File: config.mk
export PLATFORM = sky130hd
export DESIGN_NAME = boot_sector_geometry_parser
export DESIGN_NICKNAME = d
export VERILOG_FILES = /design/src/rtl/core/bsgp_pkg.sv /design/src/rtl/core/bsgp_capture.sv /design/src/rtl/core/bsgp_check.sv /design/src/rtl/core/bsgp_derive.sv /design/src/rtl/core/boot_sector_geometry_parser.sv
export VERILOG_INCLUDE_DIRS = /design/src /design/src/rtl/core
export SDC_FILE = /design/constraint.sdc
export NUM_CORES = 2
export LEC_CHECK = 0
export BUFFER_PORTS_ARGS = -buffer_cell sky130_fd_sc_hd__buf_2
export CORE_ASPECT_RATIO = 0.75
export CORE_MARGIN = 2
export CORE_UTILIZATION = 40
export CTS_BUF_LIST = sky130_fd_sc_hd__clkbuf_4 sky130_fd_sc_hd__clkbuf_8
export CTS_CLUSTER_DIAMETER = 120
export CTS_CLUSTER_SIZE = 20
export DETAILED_ROUTE_END_ITERATION = 8
export PLACE_DENSITY_LB_ADDON = 0.25
export REMOVE_ABC_BUFFERS = 1
export SKIP_CTS_REPAIR_TIMING = 1
export SLEW_MARGIN = 20
export SYNTH_ARGS = -nofsm -noshare
export SYNTH_HDL_FRONTEND = slang
export SYNTH_SLANG_ARGS = --single-unit
File: constraint.sdc
create_clock -name clk -period 23.2 [get_ports clk]
set_input_delay 4.64 -clock clk [delete_from_list [all_inputs] [get_ports clk]]
set_output_delay 4.64 -clock clk [all_outputs]
set_load 0.02 [all_outputs]
File: src/rtl/core/boot_sector_geometry_parser_macros.svh
// assertion macros for the boot sector geometry parser
// bodies sample on clk and are disabled while rst_n is low
`ifndef BOOT_SECTOR_GEOMETRY_PARSER_MACROS_SVH
`define BOOT_SECTOR_GEOMETRY_PARSER_MACROS_SVH

// same-cycle implication
`define BSGP_ASSERT_IMPL(label, ant, cons) \
  label: assert property (@(posedge clk) disable iff (!rst_n) (ant) |-> (cons)) \
    else $error("bsgp assertion failed");

// implication with a fixed delay in cycles
`define BSGP_ASSERT_DELAY(label, ant, n, cons) \
  label: assert property (@(posedge clk) disable iff (!rst_n) (ant) |-> ##(n) (cons)) \
    else $error("bsgp assertion failed");

`endif

File: src/rtl/core/bsgp_pkg.sv
// shared types and helpers for the boot sector geometry parser
// no dependencies
package bsgp_pkg;

  localparam logic [1:0] KIND_FAT12 = 2'd0;
  localparam logic [1:0] KIND_FAT16 = 2'd1;
  localparam logic [1:0] KIND_FAT32 = 2'd2;

  localparam logic [7:0]  JUMP_NEAR  = 8'hE9;
  localparam logic [7:0]  JUMP_SHORT = 8'hEB;
  localparam logic [7:0]  JUMP_ALT   = 8'h49;
  localparam logic [7:0]  MEDIA_FLOPPY = 8'hF0;
  localparam logic [7:0]  MEDIA_MIN    = 8'hF8;
  localparam logic [15:0] SECTOR_MIN   = 16'd128;
  localparam logic [15:0] SECTOR_MAX   = 16'd4096;
  localparam logic [31:0] FAT12_MAX_CLUSTERS = 32'd4084;
  localparam logic [31:0] FAT16_MAX_CLUSTERS = 32'd65525;
  localparam int          DIR_ENTRY_SHIFT = 5;  // 32 bytes per directory entry

  // raw parameter block fields as captured
  typedef struct packed {
    logic [7:0]  jump;
    logic [15:0] bps;
    logic [7:0]  spc;
    logic [15:0] reserved;
    logic [7:0]  copies;
    logic [15:0] root_ent;
    logic [15:0] total_small;
    logic [7:0]  media;
    logic [15:0] tsize_small;
    logic [31:0] total_large;
    logic [31:0] tsize_large;
    logic [15:0] version;
    logic [31:0] root_dir_clus;
  } fields_t;

  // values handed from the check stage to the derive stage
  typedef struct packed {
    logic        ok;
    logic [31:0] total;
    logic [15:0] reserved;
    logic [31:0] prod;
    logic [16:0] rds;
    logic [2:0]  spc_sh;
    logic [15:0] tsize_small;
    logic [31:0] tsize_large;
    logic        version_nz;
    logic [15:0] root_ent;
    logic [31:0] root_dir_clus;
    logic [7:0]  copies;
    logic [12:0] sector_bytes;
    logic [19:0] cluster_bytes;
  } stage_t;

  typedef struct packed {
    logic        volume_valid;
    logic [1:0]  fat_kind;
    logic [15:0] reserved_count;
    logic [7:0]  table_copies;
    logic [31:0] table_sectors;
    logic [12:0] sector_bytes;
    logic [19:0] cluster_bytes;
    logic [15:0] root_entries;
    logic [31:0] root_start_cluster;
    logic [31:0] data_clusters;
  } result_t;

  // bit index of a one-hot 16-bit value
  function automatic logic [3:0] onehot_index(input logic [15:0] v);
    logic [3:0] idx;
    idx = '0;
    for (int i = 0; i < 16; i++) begin
      if (v[i]) idx = idx | 4'(i);
    end
    return idx;
  endfunction

endpackage

File: src/rtl/core/bsgp_capture.sv
// byte capture stage: places each sector byte into its parameter block field
// depends on bsgp_pkg
module bsgp_capture
  import bsgp_pkg::*;
(
  input  logic    clk,
  input  logic    rst_n,
  input  logic    accept,
  input  logic [7:0] data_byte,
  input  logic    last_byte,
  output logic    snap_valid,
  output fields_t snap
);

  localparam logic [6:0] POS_MAX = 7'd127;

  logic [6:0] pos_r, pos_nxt;
  fields_t    fld_r, fld_nxt, merged;
  fields_t    snap_r, snap_nxt;
  logic       snap_valid_r, snap_valid_nxt;

  // current fields with this byte dropped in at its offset
  always_comb begin
    merged = fld_r;
    case (pos_r)
      7'd0:  merged.jump = data_byte;
      7'd11: merged.bps[7:0] = data_byte;
      7'd12: merged.bps[15:8] = data_byte;
      7'd13: merged.spc = data_byte;
      7'd14: merged.reserved[7:0] = data_byte;
      7'd15: merged.reserved[15:8] = data_byte;
      7'd16: merged.copies = data_byte;
      7'd17: merged.root_ent[7:0] = data_byte;
      7'd18: merged.root_ent[15:8] = data_byte;
      7'd19: merged.total_small[7:0] = data_byte;
      7'd20: merged.total_small[15:8] = data_byte;
      7'd21: merged.media = data_byte;
      7'd22: merged.tsize_small[7:0] = data_byte;
      7'd23: merged.tsize_small[15:8] = data_byte;
      7'd32: merged.total_large[7:0] = data_byte;
      7'd33: merged.total_large[15:8] = data_byte;
      7'd34: merged.total_large[23:16] = data_byte;
      7'd35: merged.total_large[31:24] = data_byte;
      7'd36: merged.tsize_large[7:0] = data_byte;
      7'd37: merged.tsize_large[15:8] = data_byte;
      7'd38: merged.tsize_large[23:16] = data_byte;
      7'd39: merged.tsize_large[31:24] = data_byte;
      7'd42: merged.version[7:0] = data_byte;
      7'd43: merged.version[15:8] = data_byte;
      7'd44: merged.root_dir_clus[7:0] = data_byte;
      7'd45: merged.root_dir_clus[15:8] = data_byte;
      7'd46: merged.root_dir_clus[23:16] = data_byte;
      7'd47: merged.root_dir_clus[31:24] = data_byte;
      default: ;
    endcase
  end

  always_comb begin
    pos_nxt        = pos_r;
    fld_nxt        = fld_r;
    snap_nxt       = snap_r;
    snap_valid_nxt = 1'b0;
    if (accept) begin
      if (last_byte) begin
        // hand the sector off and start over at offset zero
        snap_nxt       = merged;
        snap_valid_nxt = 1'b1;
        fld_nxt        = '0;
        pos_nxt        = '0;
      end else begin
        fld_nxt = merged;
        if (pos_r != POS_MAX) pos_nxt = pos_r + 7'd1;
      end
    end
  end

  always_ff @(posedge clk) begin
    if (!rst_n) begin
      pos_r        <= '0;
      fld_r        <= '0;
      snap_valid_r <= 1'b0;
    end else begin
      pos_r        <= pos_nxt;
      fld_r        <= fld_nxt;
      snap_valid_r <= snap_valid_nxt;
    end
  end

  always_ff @(posedge clk) begin
    snap_r <= snap_nxt;
  end

  assign snap_valid = snap_valid_r;
  assign snap       = snap_r;

endmodule

File: src/rtl/core/bsgp_check.sv
// check stage: sanity checks, root sectors, table product, cluster bytes
// depends on bsgp_pkg
module bsgp_check
  import bsgp_pkg::*;
(
  input  logic    clk,
  input  logic    rst_n,
  input  logic    snap_valid,
  input  fields_t snap,
  output logic    stg_valid,
  output stage_t  stg
);

  stage_t     stg_r, stg_nxt;
  logic       stg_valid_r;
  logic       jump_ok, media_ok, bps_ok, spc_ok;
  logic [3:0] bps_sh;
  logic [3:0] spc_idx;
  logic [31:0] tsize;
  logic [39:0] prod_full;
  logic [21:0] rds_num;
  logic [21:0] rds_shifted;
  logic [19:0] cb_shifted;

  always_comb begin
    jump_ok  = (snap.jump == JUMP_NEAR) || (snap.jump == JUMP_SHORT) ||
               (snap.jump == JUMP_ALT);
    media_ok = (snap.media == MEDIA_FLOPPY) || (snap.media >= MEDIA_MIN);
    bps_ok   = (snap.bps >= SECTOR_MIN) && (snap.bps <= SECTOR_MAX) &&
               ((snap.bps & (snap.bps - 16'd1)) == 16'd0);
    spc_ok   = (snap.spc != 8'd0) && ((snap.spc & (snap.spc - 8'd1)) == 8'd0);
    bps_sh   = onehot_index(snap.bps);
    spc_idx  = onehot_index({8'd0, snap.spc});

    tsize     = (snap.tsize_small != 16'd0) ? {16'd0, snap.tsize_small} : snap.tsize_large;
    prod_full = {32'd0, snap.copies} * {8'd0, tsize};

    // ceiling of root directory bytes over sector size, a shift since size is 2^n
    rds_num     = {1'b0, snap.root_ent, 5'd0} + {6'd0, snap.bps} - 22'd1;
    rds_shifted = rds_num >> bps_sh;
    cb_shifted  = {7'd0, snap.bps[12:0]} << spc_idx[2:0];

    stg_nxt.ok = jump_ok && media_ok && bps_ok && spc_ok &&
                 (snap.reserved != 16'd0) && (snap.copies != 8'd0) &&
                 ((snap.total_small != 16'd0) || (snap.total_large != 32'd0));
    stg_nxt.total         = (snap.total_small != 16'd0) ? {16'd0, snap.total_small}
                                                        : snap.total_large;
    stg_nxt.reserved      = snap.reserved;
    stg_nxt.prod          = prod_full[31:0];
    stg_nxt.rds           = rds_shifted[16:0];
    stg_nxt.spc_sh        = spc_idx[2:0];
    stg_nxt.tsize_small   = snap.tsize_small;
    stg_nxt.tsize_large   = snap.tsize_large;
    stg_nxt.version_nz    = (snap.version != 16'd0);
    stg_nxt.root_ent      = snap.root_ent;
    stg_nxt.root_dir_clus = snap.root_dir_clus;
    stg_nxt.copies        = snap.copies;
    stg_nxt.sector_bytes  = snap.bps[12:0];
    stg_nxt.cluster_bytes = cb_shifted;
  end

  always_ff @(posedge clk) begin
    if (!rst_n) begin
      stg_valid_r <= 1'b0;
    end else begin
      stg_valid_r <= snap_valid;
    end
  end

  always_ff @(posedge clk) begin
    stg_r <= stg_nxt;
  end

  assign stg_valid = stg_valid_r;
  assign stg       = stg_r;

endmodule

File: src/rtl/core/bsgp_derive.sv
// derive stage: cluster count, fat type, final checks, result register
// depends on bsgp_pkg
module bsgp_derive
  import bsgp_pkg::*;
(
  input  logic    clk,
  input  logic    rst_n,
  input  logic    stg_valid,
  input  stage_t  stg,
  output logic    res_valid,
  output result_t res
);

  result_t     res_r, res_nxt;
  logic        res_valid_r;
  logic [31:0] overhead, free_sectors, clusters;
  logic [1:0]  kind;
  logic        good;

  always_comb begin
    overhead     = {16'd0, stg.reserved} + stg.prod + {15'd0, stg.rds};
    free_sectors = stg.total - overhead;
    clusters     = free_sectors >> stg.spc_sh;

    if (clusters <= FAT12_MAX_CLUSTERS) kind = KIND_FAT12;
    else if (clusters <= FAT16_MAX_CLUSTERS) kind = KIND_FAT16;
    else kind = KIND_FAT32;

    good = stg.ok &&
           ((kind == KIND_FAT32) ? ((stg.tsize_large != 32'd0) && !stg.version_nz)
                                 : (stg.tsize_small != 16'd0));

    res_nxt = '0;
    if (good) begin
      res_nxt.volume_valid   = 1'b1;
      res_nxt.fat_kind       = kind;
      res_nxt.reserved_count = stg.reserved;
      res_nxt.table_copies   = stg.copies;
      res_nxt.table_sectors  = (kind == KIND_FAT32) ? stg.tsize_large
                                                    : {16'd0, stg.tsize_small};
      res_nxt.sector_bytes   = stg.sector_bytes;
      res_nxt.cluster_bytes  = stg.cluster_bytes;
      res_nxt.root_entries   = (kind == KIND_FAT32) ? 16'd0 : stg.root_ent;
      res_nxt.root_start_cluster = (kind == KIND_FAT32) ? stg.root_dir_clus : 32'd0;
      res_nxt.data_clusters  = clusters;
    end
  end

  always_ff @(posedge clk) begin
    if (!rst_n) begin
      res_valid_r <= 1'b0;
    end else begin
      res_valid_r <= stg_valid;
    end
  end

  always_ff @(posedge clk) begin
    res_r <= res_nxt;
  end

  assign res_valid = res_valid_r;
  assign res       = res_r;

endmodule

File: src/rtl/core/boot_sector_geometry_parser.sv
// boot sector geometry parser top level; uses bsgp_pkg, bsgp_capture,
// bsgp_check, bsgp_derive and the assertion macro header
// throughput: one byte per cycle, busy never rises, a new sector may follow at once
// the result strobe follows the last byte taken through the registers in order
// (capture snapshot, check register, result register); the receiver cannot stall
// reset (rst_n low, synchronous) zeroes all captured fields and the byte offset
`include "boot_sector_geometry_parser_macros.svh"

module boot_sector_geometry_parser
  import bsgp_pkg::*;
(
  input  logic        clk,
  input  logic        rst_n,
  // request side
  input  logic        start,
  output logic        busy,
  input  logic [7:0]  in_data_byte,
  input  logic        in_last_byte,
  // result side, one-cycle strobe
  output logic        out_valid,
  output logic        out_volume_valid,
  output logic [1:0]  out_fat_kind,
  output logic [15:0] out_reserved_count,
  output logic [7:0]  out_table_copies,
  output logic [31:0] out_table_sectors,
  output logic [12:0] out_sector_bytes,
  output logic [19:0] out_cluster_bytes,
  output logic [15:0] out_root_entries,
  output logic [31:0] out_root_start_cluster,
  output logic [31:0] out_data_clusters
);

  logic    accept;
  logic    snap_valid;
  fields_t snap;
  logic    stg_valid;
  stage_t  stg;
  logic    res_valid;
  result_t res;

  // every stage moves each cycle, so a request is always welcome
  assign busy   = 1'b0;
  assign accept = start && !busy;

  // byte capture into the parameter block fields; snapshot on the last byte
  bsgp_capture u_capture (
    .clk        (clk),
    .rst_n      (rst_n),
    .accept     (accept),
    .data_byte  (in_data_byte),
    .last_byte  (in_last_byte),
    .snap_valid (snap_valid),
    .snap       (snap)
  );

  // sanity checks, root directory sectors, copies times table size
  bsgp_check u_check (
    .clk        (clk),
    .rst_n      (rst_n),
    .snap_valid (snap_valid),
    .snap       (snap),
    .stg_valid  (stg_valid),
    .stg        (stg)
  );

  // cluster count, fat type and the gated result
  bsgp_derive u_derive (
    .clk       (clk),
    .rst_n     (rst_n),
    .stg_valid (stg_valid),
    .stg       (stg),
    .res_valid (res_valid),
    .res       (res)
  );

  assign out_valid              = res_valid;
  assign out_volume_valid       = res.volume_valid;
  assign out_fat_kind           = res.fat_kind;
  assign out_reserved_count     = res.reserved_count;
  assign out_table_copies       = res.table_copies;
  assign out_table_sectors      = res.table_sectors;
  assign out_sector_bytes       = res.sector_bytes;
  assign out_cluster_bytes      = res.cluster_bytes;
  assign out_root_entries       = res.root_entries;
  assign out_root_start_cluster = res.root_start_cluster;
  assign out_data_clusters      = res.data_clusters;

  // a taken last byte always yields a result strobe
  `BSGP_ASSERT_DELAY(a_last_gives_result, accept && in_last_byte, 3, out_valid)
  // no strobe without an earlier taken last byte
  `BSGP_ASSERT_IMPL(a_result_has_cause, out_valid, $past(accept && in_last_byte, 3))
  // a rejected volume carries nothing but zeros
  `BSGP_ASSERT_IMPL(a_invalid_is_zero, out_valid && !out_volume_valid,
    (out_fat_kind == KIND_FAT12) && (out_data_clusters == 32'd0) &&
    (out_cluster_bytes == 20'd0) && (out_sector_bytes == 13'd0) &&
    (out_table_sectors == 32'd0) && (out_reserved_count == 16'd0))
  // an accepted volume has a legal type, a sector size of at least 128, copies and reserved sectors
  `BSGP_ASSERT_IMPL(a_valid_is_sane, out_valid && out_volume_valid,
    (out_fat_kind != 2'd3) && (out_sector_bytes >= 13'd128) &&
    (out_table_copies != 8'd0) && (out_reserved_count != 16'd0))

endmodule

==> summary.md <==
| Metric | Value |
|---|---|
| Synth Area in Simple Gates | 17.87% |
| Reg2reg path depth | 24 |
| CTS Buf Count | 50 |
| Setup TNS | 0 ns |
| Top cells by area, synth | dfxtp_1, edfxtp_1, fa_1 |
| Seq/Total Area, Yosys | 44.88% |
| Multiplexer share of the synthesized area | 7.657% |
| Async S/R FF share, synth | 0% |
| DP Wirelength | 78.80 mm |
| Max-slew violations | 0 |
| Layout cell share with drive strength beyond 1 | 13.49% |
| Synth warnings | 0 |
| Top-count cell post-synth | dfxtp_1 |
| Clk_lat worst skew | 0.77 ns |
| TritonCTS clock tree | done |
| Final nets | 4658 |
| Number of I/O port buffers | 184 |
| Initial Utilization | 40.18% |
| Worst-Margin Slew | 1.087 ns |
| First-pass GRT wire length | 179.2 mm |
| Vias/cell | 5.272 |
| Clock Tree Buf Depth | 3 |
| Xor/xnor share of the synthesized area | 1.621% |
| Crit-path cells | nor4_1 > nand4_1 > nor2_2 > buf_4 > a21oi_1 > nand2b_1 > fa_1 > inv_1 > fa_1 > fa_1 > fa_1 > ha_1 > or3_1 > o21ai_0 > a21oi_1 > a211o_1 > a41o_1 > nand3_1 > o21ai_0 > a2111oi_0 > nor3_1 > a21o_1 > a21oi_1 > xnor2_1 |
| Setup Skew | 0.05339 ns |
| Final Wtd Congestion | 0.9136 |
| Peak supply drop | 0.06164 mV |
| Syn Area/Cell | 10.17 um2 |
| Crit path max fanout | 57 |
| Pin count of the biggest net entering global routing | 181 |
| Main combinational cell family by area after synthesis | simple AND/OR/NAND/NOR gates |
| Antenna viol nets, final | 0 |
| Crit. Startpoint | u_capture.snap[121] |
| Die Area | 112100 um2 |
| Worst r2r src | u_capture.snap[121] |
| # clock sinks | 869 |
| M1 WL | 60.50 mm |
| Relative max-transition margin | 27.55% |
| Crit path kind | reg -> reg |
| Tot Pwr | 3.690 mW |
| Vias | 30621 |
| Max layer used | met5 |
| Die height | 290.4 um |
| R2R Setup Slk | 15.93 ns |
| Met2 routed WL | 48.70 mm |
| Critical Path Sink Type | flop |
| Top post-synthesis cells by count | dfxtp_1, nor2b_1, inv_1 |
| DR iter-0 viols | 2472 |
| Grt total ovfl | 0 |
| Leak | 20.00 nW |
| Worst Path Buf+Inv | 2 |
| CTS H-tree lvls | 2 |
| CTS clk-pin slew, worst paths | 0.12 ns |
| Core footprint | 108900 um2 |
| I/O pins | 186 |
| Final setup fails | 0 |
| Yosys reg bits | 869 |
| Max incr delay on CP | 0.56 ns |
| Worst setup SP type | flop |
| Unrepaired setup endpoints after global routing | false |
| Area share of the largest cell type after synthesis | 29.51% |
| Status | finished, final reports clean |
| Worst Hold Class | reg -> reg |
| Wire per inst | 20.02 um |
| Clock root buffer | clkbuf_8 |
| CP most frequent cell | fa_1 |
| Max Cap Viol | 0 |
| Initial antenna violation count | 6 |
| Post-synth EDFFs | 224 |
| Synth Flop Type | dfxtp_1 |
| Synth Area in Compound Gates | 10.20% |
| Pwr/cell area | 78.75 nW/um2 |
| Met3 Routed Length | 5.756 mm |
| Drc violations | 0 |
| Hold Crit Start | u_capture.snap[5] |
| Slowest cell on the critical path | fa_1 |
| # rows | 105 |
| Count of final hold-check violations | 0 |
| Drt first pass iters | 5 |
| Syn Std Cell Area | 43760 um2 |
| Distinct cell type count after synthesis | 88 |
| Vias in the first global route | 29123 |
| Worst Hold Endpoint | u_check.stg[46] |
| Delay-heaviest family, CP | adder cells |
| Fmax | 0.1375 GHz |
| Req. time, crit path | 23.83 ns |
| Post-Synth Adder-Cell Area | 12.45% |
| Hold Path Cell Cnt | 0 |
| Final period util | 31.35% |
| DIE WIDTH | 385.9 um |
| Tmin final | 7.273 ns |
| RR Endpoint | u_check.stg[189] |
| WP data arrival | 7.90 ns |
| Gr usage total | 20.34% |
| Largest area contributor in the synthesized netlist | dfxtp_1 |
| DRT Wirelength | 116.3 mm |
| Area delta synth->final | 7.088% |
| Synth Instances | 4301 |
## metal layers
metal	track usage [%]	up-vias
met4	2.762	2
li1	-	14676
met2	29.53	726
met3	2.361	80
met5	0	-
met1	32.66	15137
## cell families (layout without fill, tap and decap cells)
logic type / Yosys count / after routing
AO/OA/AOI/OAI: 681 / 681
flip-flops: 869 / 869
XOR/XNOR: 81 / 81
AND/OR/NAND/NOR: 1444 / 1444
buffers and inverters: 611 / 670
adder cells (fa/ha/maj): 321 / 321
multiplexers: 293 / 293
other: 1 / 5
## layout make-up
| class | instances | area (um2) |
|---|---|---|
| Sequential cell | 869 | 19640 |
| Multi-Input combinational cell | 2821 | 21830 |
| Clock inverter | 7 | 72.57 |
| Inverter | 362 | 1364 |
| Antenna cell | 4 | 10.01 |
| Clock buffer | 79 | 905.9 |
| Tap cell | 1444 | 1807 |
| Timing Repair Buffer | 222 | 1231 |
| Fill cell | 10533 | 62050 |
## through the flow
stage          hold WS (ns)  util (%)  worst slack, ns  std cells  instance area, um2
4_1_cts              0.3444     43.02            16.02       5804               46850
3_5_place_dp         0.3285     42.12            16.03       5718               45870
3_3_place_gp         0.3237     42.12            16.09       5718               45870
6_report             0.3539     43.03            15.93       5808               46860
2_1_floorplan        0.3233         -            7.153       4052               42790
5_1_grt              0.3589     43.02            15.46       5806               46850
## where the power goes
group	switching (mW)	internal [mW]	total (mW)
combinational	0.825	0.503	1.33
sequential	0.0231	1.59	1.62
clock	0.492	0.255	0.746
## cell usage in the layout, fill, tap and decap left out, types with 28 or more instances in the layout
master / netlist / final
dfxtp_1: 645 / 644
nor2b_1: 479 / 479
inv_1: 359 / 359
nand2_1: 296 / 296
a31oi_1: 240 / 240
mux2_2: 234 / 234
edfxtp_1: 224 / 224
fa_1: 191 / 191
buf_2: 10 / 182
nor2_1: 164 / 162
and2_1: 151 / 151
ha_1: 129 / 129
a21oi_1: 110 / 110
and3_1: 104 / 104
o21ai_0: 79 / 79
nor3_1: 68 / 67
a21o_1: 65 / 65
xnor2_1: 53 / 53
clkbuf_8: 0 / 50
mux2i_1: 49 / 49
nand3_1: 48 / 48
nor4_1: 48 / 46
buf_4: 1 / 38
a211oi_1: 33 / 33
clkbuf_4: 0 / 29
xor2_1: 28 / 28
## worst max path at each step
stage | end | slack (ns) | cells past startpoint
after floorplan | u_capture.snap[0] | 7.15 | 2
after global placement | u_capture.fld_r[173] | 16.09 | 6
after detailed placement | u_check.stg[189] | 16.03 | 24
after CTS | u_derive.res[98] | 16.02 | 21
after global routing | u_derive.res[98] | 15.46 | 22
final | u_check.stg[189] | 15.93 | 24
## registers in the layout, summed over array words and instances, names as in the netlist
signal                cells
u_capture.snap          224
u_check.stg             239
u_capture.pos_r           7
u_derive.res            172
u_capture.fld_r         224
u_check.stg_valid         1
u_derive.res_valid        1
u_capture.snap_valid      1
(Power assumes the default switching activity.)
